File: config.mk
export PLATFORM = sky130hd
export DESIGN_NAME = button_debounce_press_detector
export DESIGN_NICKNAME = d
export VERILOG_FILES = /design/src/sv/bdpd_pkg.sv /design/src/sv/bdpd_lane.sv /design/src/sv/bdpd_merge.sv /design/src/sv/button_debounce_press_detector.sv
export SDC_FILE = /design/constraint.sdc
export NUM_CORES = 1
export LEC_CHECK = 0
export BUFFER_PORTS_ARGS = -buffer_cell sky130_fd_sc_hd__buf_2
export CORE_MARGIN = 2
export CORE_UTILIZATION = 35
export DETAILED_ROUTE_END_ITERATION = 7
export GPL_TIMING_DRIVEN = 0
export HOLD_SLACK_MARGIN = 0.15
export PLACE_DENSITY = 0.57
export SLEW_MARGIN = 15
export SYNTH_ARGS = -nofsm -noshare
export SYNTH_HDL_FRONTEND = slang
export SYNTH_HIERARCHICAL = 1
export SYNTH_SLANG_ARGS = --single-unit
export TNS_END_PERCENT = 10
File: constraint.sdc
create_clock -name clk -period 6.5 [get_ports clk]
set_input_delay 1.3 -clock clk [delete_from_list [all_inputs] [get_ports clk]]
set_output_delay 1.3 -clock clk [all_outputs]
set_load 0.02 [all_outputs]
File: src/sv/bdpd_pkg.sv
`timescale 1ns / 1ps
// Shared types and constants for the button debounce and press detector.
// Used by bdpd_lane, bdpd_merge and button_debounce_press_detector.
package bdpd_pkg;

  localparam int MAX_BUTTONS      = 3;
  localparam int NUM_BUTTONS_DEF  = 3;
  localparam int TIME_W           = 32;
  localparam int CFG_W            = 16;
  localparam int CFG_IDX_W        = 2;
  localparam int CODE_W           = 3;

  localparam logic [CFG_W-1:0] DEBOUNCE_RST  = 16'd50;
  localparam logic [CFG_W-1:0] LONG_PRESS_RST = 16'd1000;

  // Opcodes of an input item.
  localparam logic OP_UPDATE = 1'b0;
  localparam logic OP_FETCH  = 1'b1;

  // Configuration register indexes.
  localparam logic [CFG_IDX_W-1:0] CFG_DEBOUNCE  = 2'd0;
  localparam logic [CFG_IDX_W-1:0] CFG_LONG_ONE  = 2'd1;
  localparam logic [CFG_IDX_W-1:0] CFG_LONG_TWO  = 2'd2;
  localparam logic [CFG_IDX_W-1:0] CFG_LONG_THREE = 2'd3;

  // Event codes: short press of button i is SHORT_BASE + i, long press LONG_BASE + i.
  localparam logic [CODE_W-1:0] EV_NONE    = 3'd0;
  localparam int                SHORT_BASE = 1;
  localparam int                LONG_BASE  = 4;

  typedef enum logic [2:0] {
    PS_RELEASED = 3'b001,
    PS_PRESSED  = 3'b010,
    PS_HELD     = 3'b100
  } press_state_t;

  typedef enum logic [1:0] {
    SLOT_NONE  = 2'd0,
    SLOT_SHORT = 2'd1,
    SLOT_LONG  = 2'd2
  } slot_t;

  typedef struct packed {
    logic upd;   // an update item is applied this cycle
    logic clr;   // a fetch takes this button's event
  } lane_ctl_t;

  typedef struct packed {
    slot_t slot;      // event slot before this cycle
    logic  held_nxt;  // debounced pressed or long-held after this cycle
  } lane_stat_t;

endpackage

File: src/sv/bdpd_lane.sv
`timescale 1ns / 1ps
// One button lane: debounce, press classification and the event slot.
// Depends on bdpd_pkg.
module bdpd_lane (
  input  logic                          clk,
  input  logic                          rst_n,
  input  bdpd_pkg::lane_ctl_t           ctl_i,
  input  logic [bdpd_pkg::TIME_W-1:0]   now_i,
  input  logic                          level_i,
  input  logic [bdpd_pkg::CFG_W-1:0]    debounce_i,
  input  logic [bdpd_pkg::CFG_W-1:0]    long_press_i,
  output bdpd_pkg::lane_stat_t          stat_o
);

  logic                          raw_r, raw_nxt;
  logic                          pend_r, pend_nxt;
  logic [bdpd_pkg::TIME_W-1:0]   ct_r, ct_nxt;
  bdpd_pkg::press_state_t        ps_r, ps_nxt;
  bdpd_pkg::slot_t               slot_r, slot_nxt;

  logic                          pressed;
  logic                          chg;
  logic                          pend_t;
  logic [bdpd_pkg::TIME_W-1:0]   age;
  logic                          acc;
  bdpd_pkg::press_state_t        ps_a;
  bdpd_pkg::slot_t               slot_a;

  assign pressed = ~level_i;
  assign chg     = pressed != raw_r;
  assign pend_t  = pend_r ^ chg;
  // A change seen in this item restarts the age at zero.
  assign age     = chg ? '0 : (now_i - ct_r);
  assign acc     = pend_t && (age > {{(bdpd_pkg::TIME_W-bdpd_pkg::CFG_W){1'b0}}, debounce_i});

  always_comb begin
    ps_a   = ps_r;
    slot_a = slot_r;
    if (acc) begin
      if (!pressed && ps_r == bdpd_pkg::PS_PRESSED) begin
        slot_a = bdpd_pkg::SLOT_SHORT;
      end
      ps_a = pressed ? bdpd_pkg::PS_PRESSED : bdpd_pkg::PS_RELEASED;
    end

    raw_nxt  = raw_r;
    pend_nxt = pend_r;
    ct_nxt   = ct_r;
    ps_nxt   = ps_r;
    slot_nxt = slot_r;
    if (ctl_i.upd) begin
      raw_nxt  = pressed;
      ct_nxt   = chg ? now_i : ct_r;
      pend_nxt = acc ? 1'b0 : pend_t;
      ps_nxt   = ps_a;
      slot_nxt = slot_a;
      if (ps_a == bdpd_pkg::PS_PRESSED &&
          age > {{(bdpd_pkg::TIME_W-bdpd_pkg::CFG_W){1'b0}}, long_press_i}) begin
        ps_nxt   = bdpd_pkg::PS_HELD;
        slot_nxt = bdpd_pkg::SLOT_LONG;
      end
    end else if (ctl_i.clr) begin
      slot_nxt = bdpd_pkg::SLOT_NONE;
    end
  end

  always_ff @(posedge clk) begin
    if (!rst_n) begin
      raw_r  <= 1'b0;
      pend_r <= 1'b0;
      ct_r   <= '0;
      ps_r   <= bdpd_pkg::PS_RELEASED;
      slot_r <= bdpd_pkg::SLOT_NONE;
    end else begin
      raw_r  <= raw_nxt;
      pend_r <= pend_nxt;
      ct_r   <= ct_nxt;
      ps_r   <= ps_nxt;
      slot_r <= slot_nxt;
    end
  end

  assign stat_o.slot     = slot_r;
  assign stat_o.held_nxt = ps_nxt != bdpd_pkg::PS_RELEASED;

  // A fetch that takes this button's event leaves the slot empty.
  a_clr_empties: assert property (@(posedge clk) disable iff (!rst_n)
    ctl_i.clr && !ctl_i.upd |=> slot_r == bdpd_pkg::SLOT_NONE)
    else $error("event slot not cleared after fetch");

  // A short event is only posted by the release of a plain press.
  a_short_from_press: assert property (@(posedge clk) disable iff (!rst_n)
    ctl_i.upd && slot_r != bdpd_pkg::SLOT_SHORT && slot_nxt == bdpd_pkg::SLOT_SHORT
    |-> ps_r == bdpd_pkg::PS_PRESSED && !pressed)
    else $error("short event without a released plain press");

endmodule

File: src/sv/bdpd_merge.sv
`timescale 1ns / 1ps
// Merging stage: on a fetch, picks the pending event of the lowest-numbered button and
// gathers the pressed mask from all lanes. Depends on bdpd_pkg.
module bdpd_merge #(
  parameter int NUM_BUTTONS = bdpd_pkg::NUM_BUTTONS_DEF
) (
  input  logic                             clk,
  input  logic                             rst_n,
  input  logic                             fetch_i,
  input  bdpd_pkg::lane_stat_t             stat_i [NUM_BUTTONS],
  output logic [NUM_BUTTONS-1:0]           clr_o,
  output logic [bdpd_pkg::CODE_W-1:0]      code_o,
  output logic [bdpd_pkg::MAX_BUTTONS-1:0] mask_o
);

  logic                        found;
  logic [bdpd_pkg::CODE_W-1:0] code;

  always_comb begin
    found  = 1'b0;
    code   = bdpd_pkg::EV_NONE;
    clr_o  = '0;
    mask_o = '0;
    for (int i = 0; i < NUM_BUTTONS; i++) begin
      mask_o[i] = stat_i[i].held_nxt;
      if (!found && stat_i[i].slot != bdpd_pkg::SLOT_NONE) begin
        found    = 1'b1;
        clr_o[i] = fetch_i;
        code     = (stat_i[i].slot == bdpd_pkg::SLOT_SHORT) ?
                   bdpd_pkg::CODE_W'(bdpd_pkg::SHORT_BASE + i) :
                   bdpd_pkg::CODE_W'(bdpd_pkg::LONG_BASE + i);
      end
    end
    code_o = fetch_i ? code : bdpd_pkg::EV_NONE;
  end

  // A fetch takes at most one event.
  a_one_clear: assert property (@(posedge clk) disable iff (!rst_n)
    $onehot0(clr_o))
    else $error("fetch clears more than one event slot");

endmodule

File: src/sv/button_debounce_press_detector.sv
`timescale 1ns / 1ps
// Top level of the button debounce and press detector: configuration registers,
// one lane per button, the merging stage and a two-entry output buffer.
// Depends on bdpd_pkg, bdpd_lane and bdpd_merge.
//
//  channel | signals                                                        | role
//  input   | in_valid, in_stall, in_opcode, in_now_ms, in_button_levels     | item in
//  result  | out_valid, out_stall, out_event_code, out_pressed_mask         | one per item
//  config  | cfg_we, cfg_index, cfg_data                                    | register writes
//
// An item is worked in the cycle of its transfer and its result is registered in the output
// register, or in the skid register while the output stalls; one item per cycle is sustained
// without stalls. A result stall parks one result in the skid register; in_stall is that
// registered skid-full flag, so input stops the cycle after an item meets a stalled output.
// Reset is synchronous: all buttons released, no pending change, no events, and
// the registers at their defaults (debounce 50 ms, long press 1000 ms).
module button_debounce_press_detector #(
  parameter int NUM_BUTTONS = bdpd_pkg::NUM_BUTTONS_DEF
) (
  input  logic                               clk,
  input  logic                               rst_n,
  input  logic                               in_valid,
  output logic                               in_stall,
  input  logic                               in_opcode,
  input  logic [bdpd_pkg::TIME_W-1:0]        in_now_ms,
  input  logic [bdpd_pkg::MAX_BUTTONS-1:0]   in_button_levels,
  output logic                               out_valid,
  input  logic                               out_stall,
  output logic [bdpd_pkg::CODE_W-1:0]        out_event_code,
  output logic [bdpd_pkg::MAX_BUTTONS-1:0]   out_pressed_mask,
  input  logic                               cfg_we,
  input  logic [bdpd_pkg::CFG_IDX_W-1:0]     cfg_index,
  input  logic [bdpd_pkg::CFG_W-1:0]         cfg_data
);

  logic [bdpd_pkg::CFG_W-1:0] debounce_r;
  logic [bdpd_pkg::CFG_W-1:0] long_press_r [bdpd_pkg::MAX_BUTTONS];

  always_ff @(posedge clk) begin
    if (!rst_n) begin
      debounce_r <= bdpd_pkg::DEBOUNCE_RST;
      for (int i = 0; i < bdpd_pkg::MAX_BUTTONS; i++) begin
        long_press_r[i] <= bdpd_pkg::LONG_PRESS_RST;
      end
    end else if (cfg_we) begin
      unique case (cfg_index)
        bdpd_pkg::CFG_DEBOUNCE:   debounce_r      <= cfg_data;
        bdpd_pkg::CFG_LONG_ONE:   long_press_r[0] <= cfg_data;
        bdpd_pkg::CFG_LONG_TWO:   long_press_r[1] <= cfg_data;
        bdpd_pkg::CFG_LONG_THREE: long_press_r[2] <= cfg_data;
      endcase
    end
  end

  // Handshake and output buffer.
  logic in_fire, out_fire, out_free;
  logic out_valid_r, out_valid_nxt;
  logic skid_valid_r, skid_valid_nxt;
  logic [bdpd_pkg::CODE_W-1:0]      out_code_r, out_code_nxt, skid_code_r, skid_code_nxt;
  logic [bdpd_pkg::MAX_BUTTONS-1:0] out_mask_r, out_mask_nxt, skid_mask_r, skid_mask_nxt;

  logic [bdpd_pkg::CODE_W-1:0]      res_code;
  logic [bdpd_pkg::MAX_BUTTONS-1:0] res_mask;
  logic                             fetch;
  logic [NUM_BUTTONS-1:0]           clr;
  bdpd_pkg::lane_stat_t             stat [NUM_BUTTONS];

  assign in_fire  = in_valid && !skid_valid_r;
  assign out_fire = out_valid_r && !out_stall;
  assign out_free = out_fire || !out_valid_r;
  assign fetch    = in_fire && (in_opcode == bdpd_pkg::OP_FETCH);

  for (genvar g = 0; g < NUM_BUTTONS; g++) begin : g_lane
    bdpd_pkg::lane_ctl_t ctl;
    assign ctl.upd = in_fire && (in_opcode == bdpd_pkg::OP_UPDATE);
    assign ctl.clr = clr[g];
    bdpd_lane u_lane (
      .clk          (clk),
      .rst_n        (rst_n),
      .ctl_i        (ctl),
      .now_i        (in_now_ms),
      .level_i      (in_button_levels[g]),
      .debounce_i   (debounce_r),
      .long_press_i (long_press_r[g]),
      .stat_o       (stat[g])
    );
  end

  bdpd_merge #(
    .NUM_BUTTONS (NUM_BUTTONS)
  ) u_merge (
    .clk     (clk),
    .rst_n   (rst_n),
    .fetch_i (fetch),
    .stat_i  (stat),
    .clr_o   (clr),
    .code_o  (res_code),
    .mask_o  (res_mask)
  );

  always_comb begin
    out_valid_nxt  = out_valid_r;
    out_code_nxt   = out_code_r;
    out_mask_nxt   = out_mask_r;
    skid_valid_nxt = skid_valid_r;
    skid_code_nxt  = skid_code_r;
    skid_mask_nxt  = skid_mask_r;
    if (out_free) begin
      if (skid_valid_r) begin
        // The waiting transfer moves up; no item is taken in this cycle.
        out_valid_nxt  = 1'b1;
        out_code_nxt   = skid_code_r;
        out_mask_nxt   = skid_mask_r;
        skid_valid_nxt = 1'b0;
      end else begin
        out_valid_nxt = in_fire;
        out_code_nxt  = res_code;
        out_mask_nxt  = res_mask;
      end
    end else if (in_fire) begin
      skid_valid_nxt = 1'b1;
      skid_code_nxt  = res_code;
      skid_mask_nxt  = res_mask;
    end
  end

  always_ff @(posedge clk) begin
    if (!rst_n) begin
      out_valid_r  <= 1'b0;
      skid_valid_r <= 1'b0;
    end else begin
      out_valid_r  <= out_valid_nxt;
      skid_valid_r <= skid_valid_nxt;
    end
    out_code_r  <= out_code_nxt;
    out_mask_r  <= out_mask_nxt;
    skid_code_r <= skid_code_nxt;
    skid_mask_r <= skid_mask_nxt;
  end

  assign in_stall         = skid_valid_r;
  assign out_valid        = out_valid_r;
  assign out_event_code   = out_code_r;
  assign out_pressed_mask = out_mask_r;

  a_skid_behind_out: assert property (@(posedge clk) disable iff (!rst_n)
    skid_valid_r |-> out_valid_r)
    else $error("skid entry valid while output register empty");

  a_code_range: assert property (@(posedge clk) disable iff (!rst_n)
    out_valid_r |-> out_code_r <= 3'd6)
    else $error("event code out of range");

  a_update_no_event: assert property (@(posedge clk) disable iff (!rst_n)
    in_fire && in_opcode == bdpd_pkg::OP_UPDATE && !out_valid_r
    |=> out_code_r == bdpd_pkg::EV_NONE)
    else $error("update item produced an event code");

endmodule
==> results of run 1 <==
-- worst max-delay path: cells and delay by family --
family                   cells  cell delay [ps]
XOR/XNOR                     1              220
AND/OR/NAND/NOR              8             1280
multiplexers                 2              450
AO/OA/AOI/OAI                9             2080
buffers and inverters        3              440
adder cells (fa/ha/maj)      3              950
-- cells in the mapped netlist, types with 9 or more instances --
library cell and number:
nand2_1 351, a21oi_1 250, inv_1 216, ha_1 183, nor2_1 144, dfxtp_1 135
o21ai_0 95, edfxtp_1 60, clkbuf_1 52, nand4_1 47, xnor2_1 43, a21o_1 39
nor3_1 38, xor2_1 36, o21a_1 29, nand2b_1 27, o211ai_1 26, nand3_1 25
mux2i_1 21, a31oi_1 19, a211oi_1 18, and2_1 18, and3_1 17, nor2b_1 16
and4_1 13, nor4_1 12, or3_1 11, or2_2 10, a2111oi_0 9, o2111ai_1 9
o21bai_1 9
-- cell families (layout without fill, tap and decap cells) --
| logic type | after synthesis | after routing |
|---|---|---|
| compound gates | 602 | 602 |
| flops | 195 | 195 |
| simple gates | 774 | 774 |
| buf+inv | 301 | 401 |
| mux | 31 | 31 |
| fa+ha+maj | 186 | 186 |
| xor+xnor | 80 | 80 |
-- per-stage QoR --
| step | TNS, ps | setup slack, ps | util | power [uW] |
|---|---|---|---|---|
| 3_3_place_gp | -4287 | -672.2 | 0.3796 | 2710 |
| 2_1_floorplan | 0 | 727.6 | - | 2359 |
| 6_report | 0 | 108.0 | 0.3937 | 3776 |
| 5_1_grt | -82.89 | -82.44 | 0.3937 | 4015 |
| 4_1_cts | 0 | 28.06 | 0.3924 | 3780 |
| 3_5_place_dp | -5313 | -784.7 | 0.3802 | 2738 |
-- registers in the layout, indices dropped and copies added, names as in the netlist, 3 cells and up --
name / flops
debounce_r: 16
g_lane.u_lane/ct_r: 96
g_lane.u_lane/pend_r: 3
g_lane.u_lane/ps_r: 9
g_lane.u_lane/raw_r: 3
g_lane.u_lane/slot_r: 6
long_press_r: 48
out_event_code: 3
out_pressed_mask: 3
skid_code_r: 3
skid_mask_r: 3
-- routing by layer --
layer / track usage / up-vias
li1: - / 7842
met1: 0.2670 / 7470
met2: 0.3452 / 385
met3: 0.02306 / 82
met4: 0.08936 / 0
met5: 0 / -
-- final cells by class --
class | instances | area [um2] | share of cell area
plain buffers | 82 | 449.2 | 0.02440
clock buffers | 17 | 425.4 | 0.02311
clock inverters | 15 | 127.6 | 0.006933
inverters | 219 | 822.0 | 0.04466
multi-input cells | 1673 | 10970 | 0.5958
flip-flops and latches | 195 | 4504 | 0.2447
well taps | 607 | 759.5 | 0.04126
repair buffers | 68 | 352.8 | 0.01917
-- report_power, final --
| part | internal [uW] | switching (uW) | total [uW] | leakage [uW] |
|---|---|---|---|---|
| combinational | 524 | 847 | 1370 | 0.00524 |
| clock | 500 | 531 | 1030 | 0.000264 |
| sequential | 1330 | 40.1 | 1370 | 0.00169 |
-- final timing paths --
path	end	slack, ps	depth (start not counted)
worst min-delay path	g_lane[2].u_lane/ct_r[26]	460	2
worst min register to register	g_lane[2].u_lane/ct_r[26]	460	2
worst max-delay path	out_pressed_mask[1]	110	26
worst max register to register	out_pressed_mask[1]	820	23
-- what timing repair did --
| action | 4_1_cts | 5_1_grt |
|---|---|---|
| resized for setup | 7 | 13 |
| cloned | 0 | 0 |
| endpoints found under the setup margin | 3 | 8 |
| endpoints found under the hold margin | 0 | 0 |
| pin swaps | 0 | 2 |
==> key figures, run 1 <==
Yosys
  • Synthesized Nets: 2,414
  • FFs w/ async S/R, synth: 0
  • Top post-synthesis cells by area: dfxtp_1, ha_1, edfxtp_1
  • Compound-Gate Fraction of Synth Area: 0.2277
  • Syn_area_per_cell: 7.680 um2
  • Netlist cell types: 98
  • Cell taking the most area after synthesis: dfxtp_1
  • Adder-Cell Fraction of Synth Area: 0.1411
  • Seq/Total Area, Yosys: 0.2704
  • Yosys warnings: 6
  • Synth Register Bits: 195
  • Main combinational cell family by area after synthesis: compound AO/OA/AOI/OAI gates
  • Primary FF master, synth: dfxtp_1
  • Post-synthesis mux area share: 0.01983
  • Post-synth EDFFs: 60
  • Post-synthesis xor/xnor area fraction: 0.04251
  • Syn Std Cell Area: 16,660 um2
  • Synth top area share: 0.1622
  • Synth Area in Simple Gates: 0.2221
  • Syn Inst Count: 2,169

Routing
  • WL met3: 2076 um
  • Uppermost routed layer: met4
  • Vias per cell: around 5.5
  • DRT iter0 DRCs: 951
  • Routed met1 length: 23,550 um
  • DR vias: 15.78k
  • Post-DR wirelength/cell: approximately 18 um
  • Number of detailed-route iterations in the first pass: 5
  • Routed Antenna Nets: 0
  • Detailed route wirelength on metal2: around 24,000 um
  • # DRC: 0
  • Final wirelength: 51,510 um

Run
  • Max-cap check violation count: 0

Timing
  • RSZ-0062 raised after global routing: yes
  • Min cycle time layout: roughly 6400 ps
  • Fin crit share: 0.9834
  • Hold Slack: 455.5 ps
  • Setup-failing EPs final: 0
  • Least-Margin Pin Slew: ~990 ps
  • Final Skew: 11.86 ps
  • Final slew viol count: 0
  • FMAX: 0.1564 GHz
  • Rel. slew slack: 0.3298
  • Final Hold Viols: 0

Floorplan
  • Die X: 222.2 um
  • I/O Pins: 67
  • Initial Util: 0.3563
  • Row Count: 79
  • Die area: 49,350 um2
  • CORE AREA: 46,750 um2
  • Die Ht: 222.2 um

Final layout
  • Share of cells above drive strength 1: 0.09343
  • Area growth syn-to-layout: 10.51%
  • ANT cells: 0
  • Finished Layout Cells: 2,876
  • Commonest non-fill, non-tap cell in the layout: nand2_1
  • Final instance area: 18,410 um2
  • Most frequent cells in the layout: nand2_1, a21oi_1, inv_1
  • Nets: about 2.5k
  • Layout fillers: 4,853

Setup path
  • CP max-delay cell: a2111oi_2
  • Worst Path Required: approximately 6800 ps
  • CP Data Arrival Time: around 6700 ps
  • Startpoint Class: primary input
  • Slowest cell delay on critical path: 440 ps
  • RR Startpoint: g_lane[1].u_lane/ct_r[1]
  • Crit. Startpoint: in_now_ms[0]
  • CP Max Fanout: 9
  • Critical Path End Type: register
  • Crit path kind: in2reg

CTS
  • Total CTS buffers: 17
  • H-tree depth: 4
  • Clk slew on worst S/H paths: 70 ps
  • Clk sink count: 195
  • Setup Buffers After CTS: 0
  • Post-CTS Hold Buffers: 0
  • Clock root buffer: clkbuf_16
  • Clk buf depth: 2
  • CTS tree: yes
  • Skew-Pair Late Insertion Delay: about 470 ps

Power
  • Leak: 0.007200 uW
  • VDD IR max: 0.1880 mV
  • Pwr per Cell Area: between 200 and 250 nW/um2

Placement
  • Post-DP HPWL: 42,370 um
  • Placed cell count: 2,844
  • Port Buffers: 66
  • Area post-placement: 17,780 um2
  • Gpl congestion: 0.9456

GRT
  • Congestion Overflow GR: 0
  • GRT Util Overall: 0.2059
  • Largest net degree at the start of global routing: 20
  • Vias in the first global route: 14.95k
  • First-pass GRT wire length: around 80,000 um
  • Initial antenna violation count: 0

Run status
  • Outcome: complete, no violations

Worst hold path
  • HP Start: g_lane[2].u_lane/ct_r[26]
  • Worst Hold Class: reg2reg
No activity file was read; power rests on OpenSTA's default activity.
==> run 2, diff against run 1 <==
- BUFFER_PORTS_ARGS: -buffer_cell sky130_fd_sc_hd__buf_2 -> -buffer_cell sky130_fd_sc_hd__buf_4
- clock period: 6.5 -> 6.25 ns (I/O delays scaled with it)
==> run 2 against run 1 <==
Combinational power is 8% higher. Utilization grew 0.78 points. Die area is the same. Cell area grew 2.0%. Cell count rose by 0.31%. Count of clock-buffer cells in the layout unchanged. Clock skew rose by 3.9 ps. Setup slack better by 55 ps. Clock power rose by 15%. Sequential cell count is the same. Via count up 0.51%. Largest power group is now combinational logic.
==> key figures, run 2 (synthesized netlist as in run 1, its figures left out) <==
Floorplan
  • Initial Util: 0.3563 (unchanged)
  • Die X: 222.2 um (unchanged)
  • CORE AREA: 46,750 um2 (unchanged)
  • I/O Pins: 67 (unchanged)
  • Die Ht: 222.2 um (unchanged)
  • Die area: 49,350 um2 (unchanged)
  • Row Count: 79 (unchanged)

CTS
  • Clk slew on worst S/H paths: 80 ps (was 70 ps)
  • CTS tree: yes (unchanged)
  • Post-CTS Hold Buffers: 0 (unchanged)
  • Clock root buffer: clkbuf_16 (unchanged)
  • Clk sink count: 195 (unchanged)
  • H-tree depth: 4 (unchanged)
  • Total CTS buffers: 17 (unchanged)
  • Clk buf depth: 2 (unchanged)
  • Skew-Pair Late Insertion Delay: 480 ps (was 470 ps)

Placement
  • Area post-placement: 17,940 um2 (was 17,780 um2)
  • Gpl congestion: 0.9483 (was 0.9456)
  • Port Buffers: 66 (unchanged)
  • Post-DP HPWL: 41,930 um (was 42,370 um)

Final layout
  • Commonest non-fill, non-tap cell in the layout: nand2_1 (unchanged)
  • Max reg flops: 96 (unchanged)
  • Biggest register: g_lane.u_lane/ct_r (unchanged)
  • ANT cells: 0 (unchanged)
  • Share of cells above drive strength 1: 0.1032 (was 0.09343)
  • Final instance area: 18,770 um2 (was 18,410 um2)
  • Layout fillers: 4,831 (was 4,853)
  • Top Registers: g_lane.u_lane/ct_r x96, long_press_r x48, debounce_r x16 (unchanged)
  • Area growth syn-to-layout: 12.71% (was 10.51%)
  • Most frequent cells in the layout: nand2_1, a21oi_1, inv_1 (unchanged)
  • Core Util, Final: 0.4016 (was 0.3937)
  • Nets: 2,510 (was 2,501)

Run status
  • Outcome: complete, no violations (unchanged)

Timing
  • Min cycle time layout: 6087 ps
  • FMAX: 0.1643 GHz
  • RSZ-0062 raised after global routing: yes (unchanged)
  • Final Skew: 15.75 ps (was 11.86 ps)
  • Fin crit share: 0.9740
  • Least-Margin Pin Slew: 910.5 ps (was 992.3 ps)
  • Hold Slack: 457.3 ps (was 455.5 ps)
  • Final Hold Viols: 0 (unchanged)
  • Setup-failing EPs final: 0 (unchanged)
  • Rel. slew slack: 0.3851 (was 0.3298)
  • Final slew viol count: 0 (unchanged)

Setup path
  • Worst Path Required: 6600 ps (was 6840 ps)
  • Reg2Reg Setup Slack: 750 ps (was 820 ps)
  • CP Max Fanout: 9 (unchanged)
  • RR Startpoint: g_lane[1].u_lane/ct_r[1] (unchanged)
  • CP cell instances: buf_4, ha_1, a21o_1, a21oi_1, o21ai_1, a21oi_1, xor2_1, nor2_1, ha_1, and4_1, and2_1, and3_4, o2111ai_2, a2111oi_4, nor4b_1, a31o_2, nand2b_1, o21ai_0, mux2_2, o32ai_2, o21bai_2, buf_4, mux2_2
  • Reg2Reg Depth: 25 (was 23)
  • CP max-delay cell: a21oi_1 (was a2111oi_2)
  • Crit. Startpoint: in_now_ms[3] (was in_now_ms[0])
  • Critical Path End Type: register (unchanged)
  • Slowest cell delay on critical path: 450 ps (was 440 ps)
  • Startpoint Class: primary input (unchanged)
  • CP Data Arrival Time: 6430 ps (was 6730 ps)
  • FF-to-FF End: out_pressed_mask[1] (unchanged)
  • Crit path kind: in2reg (unchanged)

Routing
  • Vias per cell: 5.497 (was 5.486)
  • DRT iter0 DRCs: 1,034 (was 951)
  • Routed Antenna Nets: 0 (unchanged)
  • Number of detailed-route iterations in the first pass: 6 (was 5)
  • Post-DR wirelength/cell: 18.00 um (was 17.91 um)
  • Final wirelength: 51,930 um (was 51,510 um)
  • DR vias: 15.86k (was 15.78k)
  • # DRC: 0 (unchanged)

GRT
  • First-pass GRT wire length: 80,890 um (was 80,320 um)
  • GRT Util Overall: 0.2066 (was 0.2059)
  • Largest net degree at the start of global routing: 20 (unchanged)
  • Congestion Overflow GR: 0 (unchanged)
  • Vias in the first global route: 15.36k (was 14.95k)
  • Initial antenna violation count: 0 (unchanged)

Run
  • Max-cap check violation count: 0 (unchanged)

Worst hold path
  • Worst Hold Class: reg2reg (unchanged)
  • WHS Path Cells: 2 (unchanged)
  • Hold EP: g_lane[2].u_lane/ct_r[19] (was g_lane[2].u_lane/ct_r[26])
  • HP Start: g_lane[2].u_lane/ct_r[19] (was g_lane[2].u_lane/ct_r[26])

Power
  • Pwr per Cell Area: 217.7 nW/um2 (was 205.1 nW/um2)
  • Pwr Total: 4088 uW (was 3776 uW)
  • Leak: 0.007341 uW (was 0.007200 uW)
  • VDD IR max: 0.1786 mV (was 0.1880 mV)
-- run 2: worst max-delay path by stage --
stage	to	slack, ps	depth (start not counted)
floorplan	out_pressed_mask[1]	530	25
global placement	out_pressed_mask[1]	-750	26
detailed placement	out_pressed_mask[1]	-830	26
CTS	out_pressed_mask[1]	30	26
global route	out_pressed_mask[2]	-90	26
finish	out_pressed_mask[1]	160	23
-- run 2: where the power goes --
| group | switching [uW] | total [uW] | leakage (uW) | internal (uW) |
|---|---|---|---|---|
| Sequential | 42.2 | 1430 | 0.00169 | 1390 |
| Clock | 570 | 1180 | 0.000302 | 609 |
| Combinational | 898 | 1480 | 0.00535 | 582 |
| Total | 1510 | 4090 | 0.00734 | 2580 |
-- run 2: critical path: cells and delay by family --
kind | cells | cell delay [ps]
AO/OA/AOI/OAI | 10 | 2470
XOR/XNOR | 1 | 290
adder cells (fa/ha/maj) | 2 | 690
buffers and inverters | 2 | 290
multiplexers | 2 | 440
AND/OR/NAND/NOR | 6 | 1000
-- run 2: timing repair --
action	4_1_cts	5_1_grt
resized for setup	14	22
setup endpoints to repair	5	6
gates cloned	0	1
pin swaps	2	7
buffers inserted	0	8
-- run 2: per-layer routing --
metal	wire (um)	vias to the layer above	share of wire	GRT usage
li1	-	7857	-	-
met1	23840	7477	0.46	0.2664
met2	24070	436	0.46	0.3493
met3	2366	89	0.046	0.02677
met4	1661	0	0.032	0.08173
met5	0	-	0	0
-- run 2: metrics by stage --
| stage | TNS [ps] | std cells | setup WS [ps] |
|---|---|---|---|
| finish | 0 | 2885 | 162.6 |
| global route | -133.5 | 2885 | -94.76 |
| CTS | 0 | 2876 | 33.47 |
| detailed placement | -7207 | 2844 | -832.9 |
| global placement | -5805 | 2842 | -748.1 |
| floorplan | 0 | 2169 | 527.6 |
-- run 2: area by class of cell --
cell class / count / area [um2] / share of cell area
flip-flops and latches: 195 / 4504 / 0.2399
clock buffers: 17 / 425.4 / 0.02266
inverters: 219 / 822.0 / 0.04379
repair buffers: 76 / 578.1 / 0.03079
multi-input cells: 1674 / 11050 / 0.5886
well taps: 607 / 759.5 / 0.04045
plain buffers: 82 / 449.2 / 0.02393
clock inverters: 15 / 185.2 / 0.009863
